==> src/rtl/core/disk_head_scheduler_top_assert.svh <==
// Assertion macros for the disk head scheduler.
`ifndef DISK_HEAD_SCHEDULER_TOP_ASSERT_SVH
`define DISK_HEAD_SCHEDULER_TOP_ASSERT_SVH

`ifndef SYNTHESIS
// Clocked check, switched off while reset is asserted.
`define DHS_ASSERT(label, prop) \
  label: assert property (@(posedge clk_i) disable iff (!rst_ni) prop) \
    else $error("disk head scheduler assertion failed");
// Clocked check that also holds through reset.
`define DHS_ASSERT_ALWAYS(label, prop) \
  label: assert property (@(posedge clk_i) prop) \
    else $error("disk head scheduler assertion failed");
`else
`define DHS_ASSERT(label, prop)
`define DHS_ASSERT_ALWAYS(label, prop)
`endif

`endif

==> src/rtl/core/dhs_pkg.sv <==
// Shared constants and codes of the disk head scheduler.
package dhs_pkg;

  localparam int QUEUE_DEPTH = 32;
  localparam int IDX_W       = $clog2(QUEUE_DEPTH);
  localparam int CNT_W       = $clog2(QUEUE_DEPTH + 1);
  localparam int RES_W       = $clog2(QUEUE_DEPTH + 2);
  localparam int TRK_W       = 16;
  localparam int MOVE_W      = 24;
  localparam int KIND_W      = 2;
  localparam int MODE_W      = 2;
  localparam int CFG_IDX_W   = 2;
  localparam int CFG_DATA_W  = 16;

  localparam logic [MOVE_W-1:0] MOVE_MAX     = {MOVE_W{1'b1}};
  localparam logic [TRK_W-1:0]  DISK_END_RST = TRK_W'(200);

  // Item operations
  localparam logic OP_LOAD = 1'b0;
  localparam logic OP_RUN  = 1'b1;

  // Result kinds
  localparam logic [KIND_W-1:0] KIND_SERVED = 2'd0;
  localparam logic [KIND_W-1:0] KIND_EDGE   = 2'd1;
  localparam logic [KIND_W-1:0] KIND_EMPTY  = 2'd2;
  localparam logic [KIND_W-1:0] KIND_REJECT = 2'd3;

  // Scheduling modes (the unused code runs as FCFS)
  localparam logic [MODE_W-1:0] MODE_FCFS = 2'd0;
  localparam logic [MODE_W-1:0] MODE_SCAN = 2'd1;
  localparam logic [MODE_W-1:0] MODE_LOOK = 2'd2;

  // Register indexes
  localparam logic [CFG_IDX_W-1:0] REG_MODE     = 2'd0;
  localparam logic [CFG_IDX_W-1:0] REG_SWEEP_UP = 2'd1;
  localparam logic [CFG_IDX_W-1:0] REG_DISK_END = 2'd2;

endpackage

==> src/rtl/core/dhs_in_if.sv <==
// Request channel: load or run items.
interface dhs_in_if;
  logic                     valid;
  logic                     ready;
  logic                     op;
  logic [dhs_pkg::TRK_W-1:0] track;
  logic [dhs_pkg::TRK_W-1:0] head_start;

  modport source (output valid, output op, output track, output head_start, input ready);
  modport sink   (input valid, input op, input track, input head_start, output ready);
endinterface

==> src/rtl/core/dhs_out_if.sv <==
// Result channel: one beat per head move or status.
interface dhs_out_if;
  logic                       valid;
  logic                       ready;
  logic [dhs_pkg::TRK_W-1:0]  served_track;
  logic [dhs_pkg::KIND_W-1:0] kind;
  logic [dhs_pkg::MOVE_W-1:0] head_travel;
  logic                       last;

  modport source (output valid, output served_track, output kind, output head_travel,
                  output last, input ready);
  modport sink   (input valid, input served_track, input kind, input head_travel,
                  input last, output ready);
endinterface

==> src/rtl/core/dhs_cfg_if.sv <==
// Configuration write channel.
interface dhs_cfg_if;
  logic                           valid;
  logic                           ready;
  logic [dhs_pkg::CFG_IDX_W-1:0]  index;
  logic [dhs_pkg::CFG_DATA_W-1:0] data;

  modport source (output valid, output index, output data, input ready);
  modport sink   (input valid, input index, input data, output ready);
endinterface

==> src/rtl/core/disk_head_scheduler_top.sv <==
// Disk head scheduler: request store, FCFS/SCAN/LOOK sequencer and output register.
// Load beat: no result unless the store is full.
// FCFS run: fetch, wait and emit per result. SCAN/LOOK run: per result, one serial pass over
// the stored requests through the read port, then drain, decide, emit; a LOOK turn adds a pass.
// An item is taken only while the sequencer is idle and the output register can take a beat.
// Reset: mode FCFS, sweep up, disk end 200, request count 0; the store is not cleared.
`include "disk_head_scheduler_top_assert.svh"

module disk_head_scheduler_top (
  input  logic      clk_i,
  input  logic      rst_ni,
  dhs_in_if.sink    in_i,
  dhs_out_if.source out_o,
  dhs_cfg_if.sink   cfg_i
);
  import dhs_pkg::*;

  localparam int KEY_W = TRK_W + IDX_W;
  localparam int SUM_W = MOVE_W + 1;

  typedef enum logic [6:0] {
    S_IDLE   = 7'b0000001,
    S_FETCH  = 7'b0000010,
    S_FWAIT  = 7'b0000100,
    S_SCAN   = 7'b0001000,
    S_DRAIN  = 7'b0010000,
    S_DECIDE = 7'b0100000,
    S_EMIT   = 7'b1000000
  } state_e;

  typedef enum logic [1:0] {
    PH_FIRST  = 2'd0,
    PH_EDGE   = 2'd1,
    PH_SECOND = 2'd2
  } phase_e;

  // Configuration registers
  logic [MODE_W-1:0] mode_q;
  logic              sweep_up_q;
  logic [TRK_W-1:0]  disk_end_q;

  // Sequencer state
  state_e           st_q;
  phase_e           ph_q;
  logic [CNT_W-1:0] cnt_q;
  logic [CNT_W-1:0] n_q;
  logic [RES_W-1:0] total_q;
  logic [RES_W-1:0] emitted_q;
  logic             fcfs_q;
  logic [IDX_W-1:0] pos_q;
  logic [IDX_W-1:0] idx_q;
  logic [TRK_W-1:0] start_q;
  logic [TRK_W-1:0] head_q;
  logic [MOVE_W-1:0] moved_q;
  logic [TRK_W-1:0] tgt_q;
  logic [KIND_W-1:0] tgt_kind_q;

  // Search state
  logic             cmp_vld_q;
  logic [IDX_W-1:0] cmp_idx_q;
  logic             prev_vld_q;
  logic [KEY_W-1:0] prev_key_q;
  logic             best_vld_q;
  logic [KEY_W-1:0] best_key_q;

  // Store
  logic [TRK_W-1:0] mem [QUEUE_DEPTH];
  logic [TRK_W-1:0] rd_data_q;
  logic [IDX_W-1:0] rd_addr;
  logic             mem_we;

  // Output register
  logic              out_valid_q;
  logic [TRK_W-1:0]  out_trk_q;
  logic [KIND_W-1:0] out_kind_q;
  logic [MOVE_W-1:0] out_move_q;
  logic              out_last_q;

  logic              out_free;
  logic              in_fire;
  logic              cfg_fire;
  logic              full;
  logic              scan_mode;
  logic              push;
  logic [TRK_W-1:0]  push_trk;
  logic [KIND_W-1:0] push_kind;
  logic [MOVE_W-1:0] push_move;
  logic              push_last;
  logic [TRK_W-1:0]  hop_len;
  logic [SUM_W-1:0]  sum;
  logic [MOVE_W-1:0] move_sat;
  logic              emit_last;
  logic              scan_end;

  // Comparator
  logic             asc;
  logic             v_ge;
  logic             v_gt;
  logic             in_range;
  logic [KEY_W-1:0] key;
  logic             after_prev;
  logic             better;
  logic             take;

  assign out_free  = !out_valid_q || out_o.ready;
  assign in_i.ready = (st_q == S_IDLE) && out_free;
  assign in_fire   = in_i.valid && in_i.ready;
  assign cfg_i.ready = 1'b1;
  assign cfg_fire  = cfg_i.valid;
  assign full      = (cnt_q == CNT_W'(QUEUE_DEPTH));
  assign scan_mode = (mode_q == MODE_SCAN);
  assign mem_we    = in_fire && (in_i.op == OP_LOAD) && !full;
  assign rd_addr   = (st_q == S_FETCH) ? pos_q : idx_q;
  assign scan_end  = (CNT_W'(idx_q) == n_q - CNT_W'(1));

  // Head movement with saturation
  assign hop_len   = (tgt_q > head_q) ? (tgt_q - head_q) : (head_q - tgt_q);
  assign sum       = SUM_W'(moved_q) + SUM_W'(hop_len);
  assign move_sat  = sum[MOVE_W] ? MOVE_MAX : sum[MOVE_W-1:0];
  assign emit_last = (emitted_q == total_q - RES_W'(1));

  // Candidate test on the word read in the previous cycle; key breaks ties by slot
  assign asc  = (sweep_up_q && (ph_q == PH_FIRST)) || (!sweep_up_q && (ph_q == PH_SECOND));
  assign v_ge = (rd_data_q >= start_q);
  assign v_gt = (rd_data_q > start_q);
  assign key  = {rd_data_q, cmp_idx_q};

  always_comb begin
    if (sweep_up_q) begin
      in_range = (ph_q == PH_FIRST) ? v_ge : !v_ge;
    end else begin
      in_range = (ph_q == PH_FIRST) ? !v_gt : v_gt;
    end
    after_prev = !prev_vld_q || (asc ? (key > prev_key_q) : (key < prev_key_q));
    better     = !best_vld_q || (asc ? (key < best_key_q) : (key > best_key_q));
    take       = cmp_vld_q && in_range && after_prev && better;
  end

  // Result beat selection
  always_comb begin
    push      = 1'b0;
    push_trk  = tgt_q;
    push_kind = tgt_kind_q;
    push_move = move_sat;
    push_last = emit_last;
    case (st_q)
      S_IDLE: begin
        if (in_fire && (in_i.op == OP_LOAD) && full) begin
          push      = 1'b1;
          push_trk  = in_i.track;
          push_kind = KIND_REJECT;
          push_move = '0;
          push_last = 1'b1;
        end else if (in_fire && (in_i.op == OP_RUN) && (cnt_q == '0)) begin
          push      = 1'b1;
          push_trk  = in_i.head_start;
          push_kind = KIND_EMPTY;
          push_move = '0;
          push_last = 1'b1;
        end
      end
      S_EMIT: begin
        push = out_free;
      end
      default: begin
        push = 1'b0;
      end
    endcase
  end

  // Store: one write port, one registered read port
  always_ff @(posedge clk_i) begin
    if (mem_we) begin
      mem[cnt_q[IDX_W-1:0]] <= in_i.track;
    end
    rd_data_q <= mem[rd_addr];
  end

  // Configuration registers
  always_ff @(posedge clk_i or negedge rst_ni) begin
    if (!rst_ni) begin
      mode_q     <= MODE_FCFS;
      sweep_up_q <= 1'b1;
      disk_end_q <= DISK_END_RST;
    end else if (cfg_fire) begin
      case (cfg_i.index)
        REG_MODE:     mode_q     <= cfg_i.data[MODE_W-1:0];
        REG_SWEEP_UP: sweep_up_q <= cfg_i.data[0];
        REG_DISK_END: disk_end_q <= cfg_i.data[TRK_W-1:0];
        default: ;
      endcase
    end
  end

  // Output register
  always_ff @(posedge clk_i or negedge rst_ni) begin
    if (!rst_ni) begin
      out_valid_q <= 1'b0;
    end else if (push) begin
      out_valid_q <= 1'b1;
    end else if (out_o.ready) begin
      out_valid_q <= 1'b0;
    end
  end

  always_ff @(posedge clk_i) begin
    if (push) begin
      out_trk_q  <= push_trk;
      out_kind_q <= push_kind;
      out_move_q <= push_move;
      out_last_q <= push_last;
    end
  end

  assign out_o.valid        = out_valid_q;
  assign out_o.served_track = out_trk_q;
  assign out_o.kind         = out_kind_q;
  assign out_o.head_travel  = out_move_q;
  assign out_o.last         = out_last_q;

  // Search datapath registers
  always_ff @(posedge clk_i) begin
    cmp_idx_q <= idx_q;
    if (take) begin
      best_key_q <= key;
    end
    if (st_q == S_IDLE && in_fire) begin
      start_q <= in_i.head_start;
    end
  end

  // Sequencer
  always_ff @(posedge clk_i or negedge rst_ni) begin
    if (!rst_ni) begin
      st_q       <= S_IDLE;
      ph_q       <= PH_FIRST;
      cnt_q      <= '0;
      n_q        <= '0;
      total_q    <= '0;
      emitted_q  <= '0;
      fcfs_q     <= 1'b0;
      pos_q      <= '0;
      idx_q      <= '0;
      head_q     <= '0;
      moved_q    <= '0;
      tgt_q      <= '0;
      tgt_kind_q <= KIND_SERVED;
      cmp_vld_q  <= 1'b0;
      prev_vld_q <= 1'b0;
      prev_key_q <= '0;
      best_vld_q <= 1'b0;
    end else begin
      if (take) begin
        best_vld_q <= 1'b1;
      end
      case (st_q)
        S_IDLE: begin
          if (in_fire) begin
            if (in_i.op == OP_LOAD) begin
              if (!full) begin
                cnt_q <= cnt_q + CNT_W'(1);
              end
            end else begin
              cnt_q <= '0;
              if (cnt_q != '0) begin
                n_q        <= cnt_q;
                total_q    <= RES_W'(cnt_q) + RES_W'(scan_mode);
                emitted_q  <= '0;
                head_q     <= in_i.head_start;
                moved_q    <= '0;
                pos_q      <= '0;
                idx_q      <= '0;
                ph_q       <= PH_FIRST;
                prev_vld_q <= 1'b0;
                best_vld_q <= 1'b0;
                if (mode_q == MODE_SCAN || mode_q == MODE_LOOK) begin
                  fcfs_q <= 1'b0;
                  st_q   <= S_SCAN;
                end else begin
                  fcfs_q <= 1'b1;
                  st_q   <= S_FETCH;
                end
              end
            end
          end
        end
        // FCFS: read the next slot in arrival order
        S_FETCH: begin
          st_q <= S_FWAIT;
        end
        S_FWAIT: begin
          tgt_q      <= rd_data_q;
          tgt_kind_q <= KIND_SERVED;
          st_q       <= S_EMIT;
        end
        // SCAN/LOOK: one pass over the store looking for the next request
        S_SCAN: begin
          cmp_vld_q <= 1'b1;
          idx_q     <= idx_q + IDX_W'(1);
          if (scan_end) begin
            st_q <= S_DRAIN;
          end
        end
        S_DRAIN: begin
          cmp_vld_q <= 1'b0;
          idx_q     <= '0;
          st_q      <= S_DECIDE;
        end
        S_DECIDE: begin
          if (best_vld_q) begin
            tgt_q      <= best_key_q[KEY_W-1:IDX_W];
            tgt_kind_q <= KIND_SERVED;
            prev_key_q <= best_key_q;
            prev_vld_q <= 1'b1;
            st_q       <= S_EMIT;
          end else if (ph_q == PH_FIRST && scan_mode) begin
            // first sweep exhausted: visit the edge
            tgt_q      <= sweep_up_q ? disk_end_q : '0;
            tgt_kind_q <= KIND_EDGE;
            ph_q       <= PH_EDGE;
            st_q       <= S_EMIT;
          end else if (ph_q == PH_FIRST) begin
            ph_q       <= PH_SECOND;
            prev_vld_q <= 1'b0;
            st_q       <= S_SCAN;
          end else begin
            st_q <= S_IDLE;
          end
          best_vld_q <= 1'b0;
        end
        S_EMIT: begin
          if (out_free) begin
            moved_q   <= move_sat;
            head_q    <= tgt_q;
            emitted_q <= emitted_q + RES_W'(1);
            if (emit_last) begin
              st_q <= S_IDLE;
            end else if (fcfs_q) begin
              pos_q <= pos_q + IDX_W'(1);
              st_q  <= S_FETCH;
            end else begin
              if (ph_q == PH_EDGE) begin
                ph_q       <= PH_SECOND;
                prev_vld_q <= 1'b0;
              end
              st_q <= S_SCAN;
            end
          end
        end
        default: begin
          st_q <= S_IDLE;
        end
      endcase
    end
  end

  // Checks
  `DHS_ASSERT_ALWAYS(a_cfg_ready, cfg_i.ready)
  `DHS_ASSERT(a_count_bound, cnt_q <= CNT_W'(QUEUE_DEPTH))
  `DHS_ASSERT(a_busy_results_bound, (st_q != S_IDLE) |-> (emitted_q < total_q))
  `DHS_ASSERT(a_last_ends_item, (out_valid_q && out_last_q) |-> (st_q == S_IDLE))
  `DHS_ASSERT(a_edge_only_scan, (st_q == S_EMIT && tgt_kind_q == KIND_EDGE) |-> scan_mode)

endmodule
==> src/flat_wrapper.sv <==
// flat-port wrapper written by rule: the top's interface ports become plain ports
module disk_head_scheduler_top_flat import dhs_pkg::*;
  (clk_i, rst_ni, in_i_valid, in_i_op, in_i_track, in_i_head_start, in_i_ready, out_o_valid, out_o_served_track, out_o_kind, out_o_head_travel, out_o_last, out_o_ready, cfg_i_valid, cfg_i_index, cfg_i_data, cfg_i_ready);
  dhs_in_if in_i_i ();
  dhs_out_if out_o_i ();
  dhs_cfg_if cfg_i_i ();
  input  logic clk_i;
  input  logic rst_ni;
  input wire logic [$bits(in_i_i.valid)-1:0] in_i_valid;
  input wire logic [$bits(in_i_i.op)-1:0] in_i_op;
  input wire logic [$bits(in_i_i.track)-1:0] in_i_track;
  input wire logic [$bits(in_i_i.head_start)-1:0] in_i_head_start;
  output wire logic [$bits(in_i_i.ready)-1:0] in_i_ready;
  output wire logic [$bits(out_o_i.valid)-1:0] out_o_valid;
  output wire logic [$bits(out_o_i.served_track)-1:0] out_o_served_track;
  output wire logic [$bits(out_o_i.kind)-1:0] out_o_kind;
  output wire logic [$bits(out_o_i.head_travel)-1:0] out_o_head_travel;
  output wire logic [$bits(out_o_i.last)-1:0] out_o_last;
  input wire logic [$bits(out_o_i.ready)-1:0] out_o_ready;
  input wire logic [$bits(cfg_i_i.valid)-1:0] cfg_i_valid;
  input wire logic [$bits(cfg_i_i.index)-1:0] cfg_i_index;
  input wire logic [$bits(cfg_i_i.data)-1:0] cfg_i_data;
  output wire logic [$bits(cfg_i_i.ready)-1:0] cfg_i_ready;
  assign in_i_i.valid = in_i_valid;
  assign in_i_i.op = in_i_op;
  assign in_i_i.track = in_i_track;
  assign in_i_i.head_start = in_i_head_start;
  assign in_i_ready = in_i_i.ready;
  assign out_o_valid = out_o_i.valid;
  assign out_o_served_track = out_o_i.served_track;
  assign out_o_kind = out_o_i.kind;
  assign out_o_head_travel = out_o_i.head_travel;
  assign out_o_last = out_o_i.last;
  assign out_o_i.ready = out_o_ready;
  assign cfg_i_i.valid = cfg_i_valid;
  assign cfg_i_i.index = cfg_i_index;
  assign cfg_i_i.data = cfg_i_data;
  assign cfg_i_ready = cfg_i_i.ready;
  disk_head_scheduler_top u_core (.clk_i(clk_i), .rst_ni(rst_ni), .in_i(in_i_i), .out_o(out_o_i), .cfg_i(cfg_i_i));
endmodule
==> config.mk <==
export PLATFORM = sky130hd
export DESIGN_NAME = disk_head_scheduler_top_flat
export DESIGN_NICKNAME = d
export VERILOG_FILES = /design/src/rtl/core/dhs_pkg.sv /design/src/rtl/core/dhs_in_if.sv /design/src/rtl/core/dhs_out_if.sv /design/src/rtl/core/dhs_cfg_if.sv /design/src/rtl/core/disk_head_scheduler_top.sv /design/src/flat_wrapper.sv
export VERILOG_INCLUDE_DIRS = /design/src /design/src/rtl/core
export SDC_FILE = /design/constraint.sdc
export NUM_CORES = 1
export LEC_CHECK = 0
export ABC_AREA = 1
export BUFFER_PORTS_ARGS = -buffer_cell sky130_fd_sc_hd__buf_2
export CAP_MARGIN = 20
export CORE_MARGIN = 2
export CORE_UTILIZATION = 32
export CTS_CLUSTER_DIAMETER = 30
export DETAILED_ROUTE_END_ITERATION = 6
export PLACE_DENSITY = 0.6
export SLEW_MARGIN = 25
export SYNTH_ARGS = -nofsm -noshare
export SYNTH_HDL_FRONTEND = slang
export SYNTH_SLANG_ARGS = --single-unit
==> constraint.sdc <==
create_clock -name clk_i -period 3.6 [get_ports clk_i]
set_input_delay 0.18 -clock clk_i [delete_from_list [all_inputs] [get_ports clk_i]]
set_output_delay 0.18 -clock clk_i [all_outputs]
set_load 0.005 [all_outputs]
==> results.yml <==
sta:
  maxSlewViolCount: 0
  post-route-worst-setup-slack_ns: -0.01495
  hold_ws_ns: 0.01527
  fin_crit_sh_pct: 100.4
  worstMarginPinSlew_ns: 0.9955
  setup_tns_ns: -0.01542
  rsz0062_at_grt: "true"
  setup_viol: 2
  hold_violations: 0
  period_minus_slack_ns: 3.615
  fin_skew_ns: 0.03950
  clock.fmax_mhz: 276.6
  slew_headroom_pct: 33.56
logic_synthesis:
  yosys-top-cells-area: "edfxtp_1, nand2_1, dfrtp_1, nand3_1, inv_1"
  synth-main-ff-cell: "edfxtp_1"
  yosysWarnings: 0
  netlist.top_cell.by_area: "edfxtp_1"
  ys_ff_latch: 758
  syn_area_um2: 36610
  synth_nets: 3948
  synth_most_common_cell: "nand2_1"
  synthArstFlopShare_pct: 19.13
  ys_seq_area_share_pct: 59.64
  synth_edf_count: 592
  synth_cells: 3772
  ys_types: 57
  synth_common_cells: "nand2_1, edfxtp_1, inv_1"
  synth_area_per_cell_um2: 9.704
  yosysTopAreaCellShare_pct: 48.56
detailed_routing:
  num_vias: 27593
  drt_iter0_drc: 2517
  drt_pass1_iterations: 6
  wl_per_cell_um: 17.83
  ant_nets: 0
  routed_via_density: 4.736
  post-route-drc-count: 0
  routed_wl_mm: 103.9
floorplanning:
  chipWidth_um: 342.2
  die_y_um: 342.2
  start_util_pct: 32.14
  core_area_um2: 113900
  ioPinCount: 102
  num_rows: 124
  dieArea_um2: 117100
placed_design:
  place_inst: 5462
  gp_congestion: 0.9043
  port_buffers: 100
  pre_cts_slack_ns: -0.2598
  dpl.hpwl_mm: 68.47
layout:
  layout-drive-gt1-share_pct: 19.50
  nets: 4356
  instances_no_fill: 5826
  area.growth.synth_to_final_pct: 28.26
pwr:
  pwr-share-comb_pct: 43.8
  p_sw_share_pct: 38.26
  p_sw_mw: 17.89
  total_power_mw: 46.75
  seq_power_share_pct: 24.7
  internal-power_mw: 28.86
  leakage_nw: 20.07
  ir_drop_uv: 691.1
  clkPwrFrac_pct: 31.4
  power-per-cell-area_nw_per_um2: 995.7
clocking:
  cts.clk_slew.worst_paths_ns: 0.04
  cts_max_level: 4
  ctsLongestPathBuffers: 3
  numCtsBuffers: 158
  cts_tree: "built"
  clock-root-buffer: "clkbuf_16"
  cts.sinks: 758
  clock_latency_ns: 0.74
setup_path:
  path_delay_family: "simple AND/OR/NAND/NOR gates"
  path_buf_inv: 8
  start_kind: "flip-flop"
  slowest_delay_ns: 0.39
  r2r_cells: 30
  crit_fanout: 6
  worstSetupPathType: "reg -> reg"
  cp_num_cells: 30
  critPathCaptureType: "flip-flop"
  cp.arrival_ns: 4.20
  critPathSlowestCell: "fa_2"
  crit_required_ns: 4.18
  crit_path_frequent_cell: "nand2_2"
global_routing:
  grt_max_degree: 80
  antenna_found_initial: 5
  overflow: 0
  grt_pass1_wl_mm: 158.6
  grt_usage_pct: 17.58
  grt_pass1_vias: 26889
worst_hold_path:
  holdCritPathClass: "in -> async"
outcome:
  violations: "negative setup slack"
  status: "finished with violations"
run:
  drv_cap: 0
==> per-stage QoR <==
step	cell area (um^2)	utilization, %
global placement	40090	35.21
floorplan	36720	-
CTS	46330	40.69
global route	46950	41.23
finish	46950	41.23
detailed placement	40090	35.21
==> cells in the final DEF, fill, tap and decap left out, types with 47 or more instances in the layout <==
| cell type | Yosys | final |
|---|---|---|
| o21ai_0 | 111 | 87 |
| nand2_1 | 1278 | 1239 |
| dfrtp_1 | 140 | 140 |
| clkbuf_16 | 0 | 160 |
| edfxtp_1 | 592 | 592 |
| inv_1 | 407 | 384 |
| dlygate4sd3_1 | 0 | 47 |
| o211ai_1 | 65 | 65 |
| nor2_1 | 173 | 152 |
| nand3_1 | 332 | 322 |
| buf_4 | 29 | 229 |
| ha_1 | 117 | 102 |
| buf_2 | 65 | 99 |
| a21oi_1 | 85 | 64 |
==> flip-flops by register name, indices dropped and copies added, names as in the netlist, 6 cells and up <==
| name | flops |
|---|---|
| u_core.mem | 512 |
| u_core.cnt_q | 6 |
| u_core.tgt_q | 16 |
| u_core.st_q | 7 |
| u_core.head_q | 16 |
| u_core.n_q | 6 |
| u_core.out_o.served_track | 16 |
| u_core.total_q | 6 |
| u_core.best_key_q | 21 |
| u_core.emitted_q | 6 |
| u_core.prev_key_q | 21 |
| u_core.disk_end_q | 16 |
| u_core.start_q | 16 |
| u_core.moved_q | 24 |
| u_core.rd_data_q | 16 |
| u_core.out_o.head_travel | 24 |
==> worst paths after layout <==
kind / start / slack [ns] / to
min in group clk_i: in_i_valid / 0.05 / u_core.cnt_q[2]
setup / recovery: u_core.tgt_q[0] / -0.01 / u_core.out_o.head_travel[13]
setup reg to reg: u_core.tgt_q[0] / -0.01 / u_core.out_o.head_travel[13]
max in group asynchronous: rst_ni / 2.67 / u_core.prev_key_q[4]
hold reg to reg: u_core.cmp_idx_q[0] / 0.44 / u_core.best_key_q[0]
hold / removal: rst_ni / 0.02 / u_core.moved_q[10]
==> layout make-up <==
cell class | count | area (um^2)
sequential | 758 | 21830
antenna | 1 | 2.502
clock buffer | 191 | 4170
tap | 1512 | 1892
timing repair buffer | 401 | 3100
fill | 10939 | 66930
multi-input combinational | 2438 | 13050
clock inverter | 102 | 1303
inverter | 423 | 1598
==> worst register-to-register path, delay by kind of cell, from the launching register on <==
family | cells | cell delay [ns]
buffers and inverters | 8 | 0.68
AOI/OAI and AO/OA | 1 | 0.11
adders and majority gates | 3 | 0.82
DFF | 1 | 0.38
and+or+nand+nor | 18 | 1.49
==> layer usage <==
layer,GRT usage [%],share of wire (%)
met5,0,0.039
met4,6.360,3.0
met3,3.501,6.0
met2,27.64,46
met1,24.06,45
==> timing repair <==
item                       4_1_cts  5_1_grt
gates cloned                     3        0
hold buffers                    47        0
setup endpoints to repair       48       48
hold endpoints to repair       224        0
resized for setup               58      148
setup buffers                    6       14
pin swaps                       11       63
==> power groups by stage <==
| stage | Clock, mW | Sequential (mW) | Combinational [mW] |
|---|---|---|---|
| after detailed placement | 0 | 11.7 | 17.5 |
| after global placement | 0 | 11.7 | 17.4 |
| after floorplan | 0 | 11.4 | 11.1 |
| after global routing | 15.3 | 11.6 | 22.7 |
| after CTS | 14.9 | 11.5 | 18.4 |
| final | 14.7 | 11.6 | 20.5 |
==> cell families (layout without fill, tap and decap cells) <==
family / after synthesis / after routing / synth area share [%]
AND/OR/NAND/NOR: 1877 / 1878 / 21.10
flip-flops: 758 / 758 / 59.64
buffers and inverters: 578 / 1117 / 7.000
AO/OA/AOI/OAI: 358 / 359 / 6.077
adder cells (fa/ha/maj): 120 / 120 / 4.163
XOR/XNOR: 66 / 66 / 1.579
multiplexers: 14 / 14 / 0.4307
other: 1 / 2 / 0.01024
Note: power is estimated with default switching activity, not from simulation.
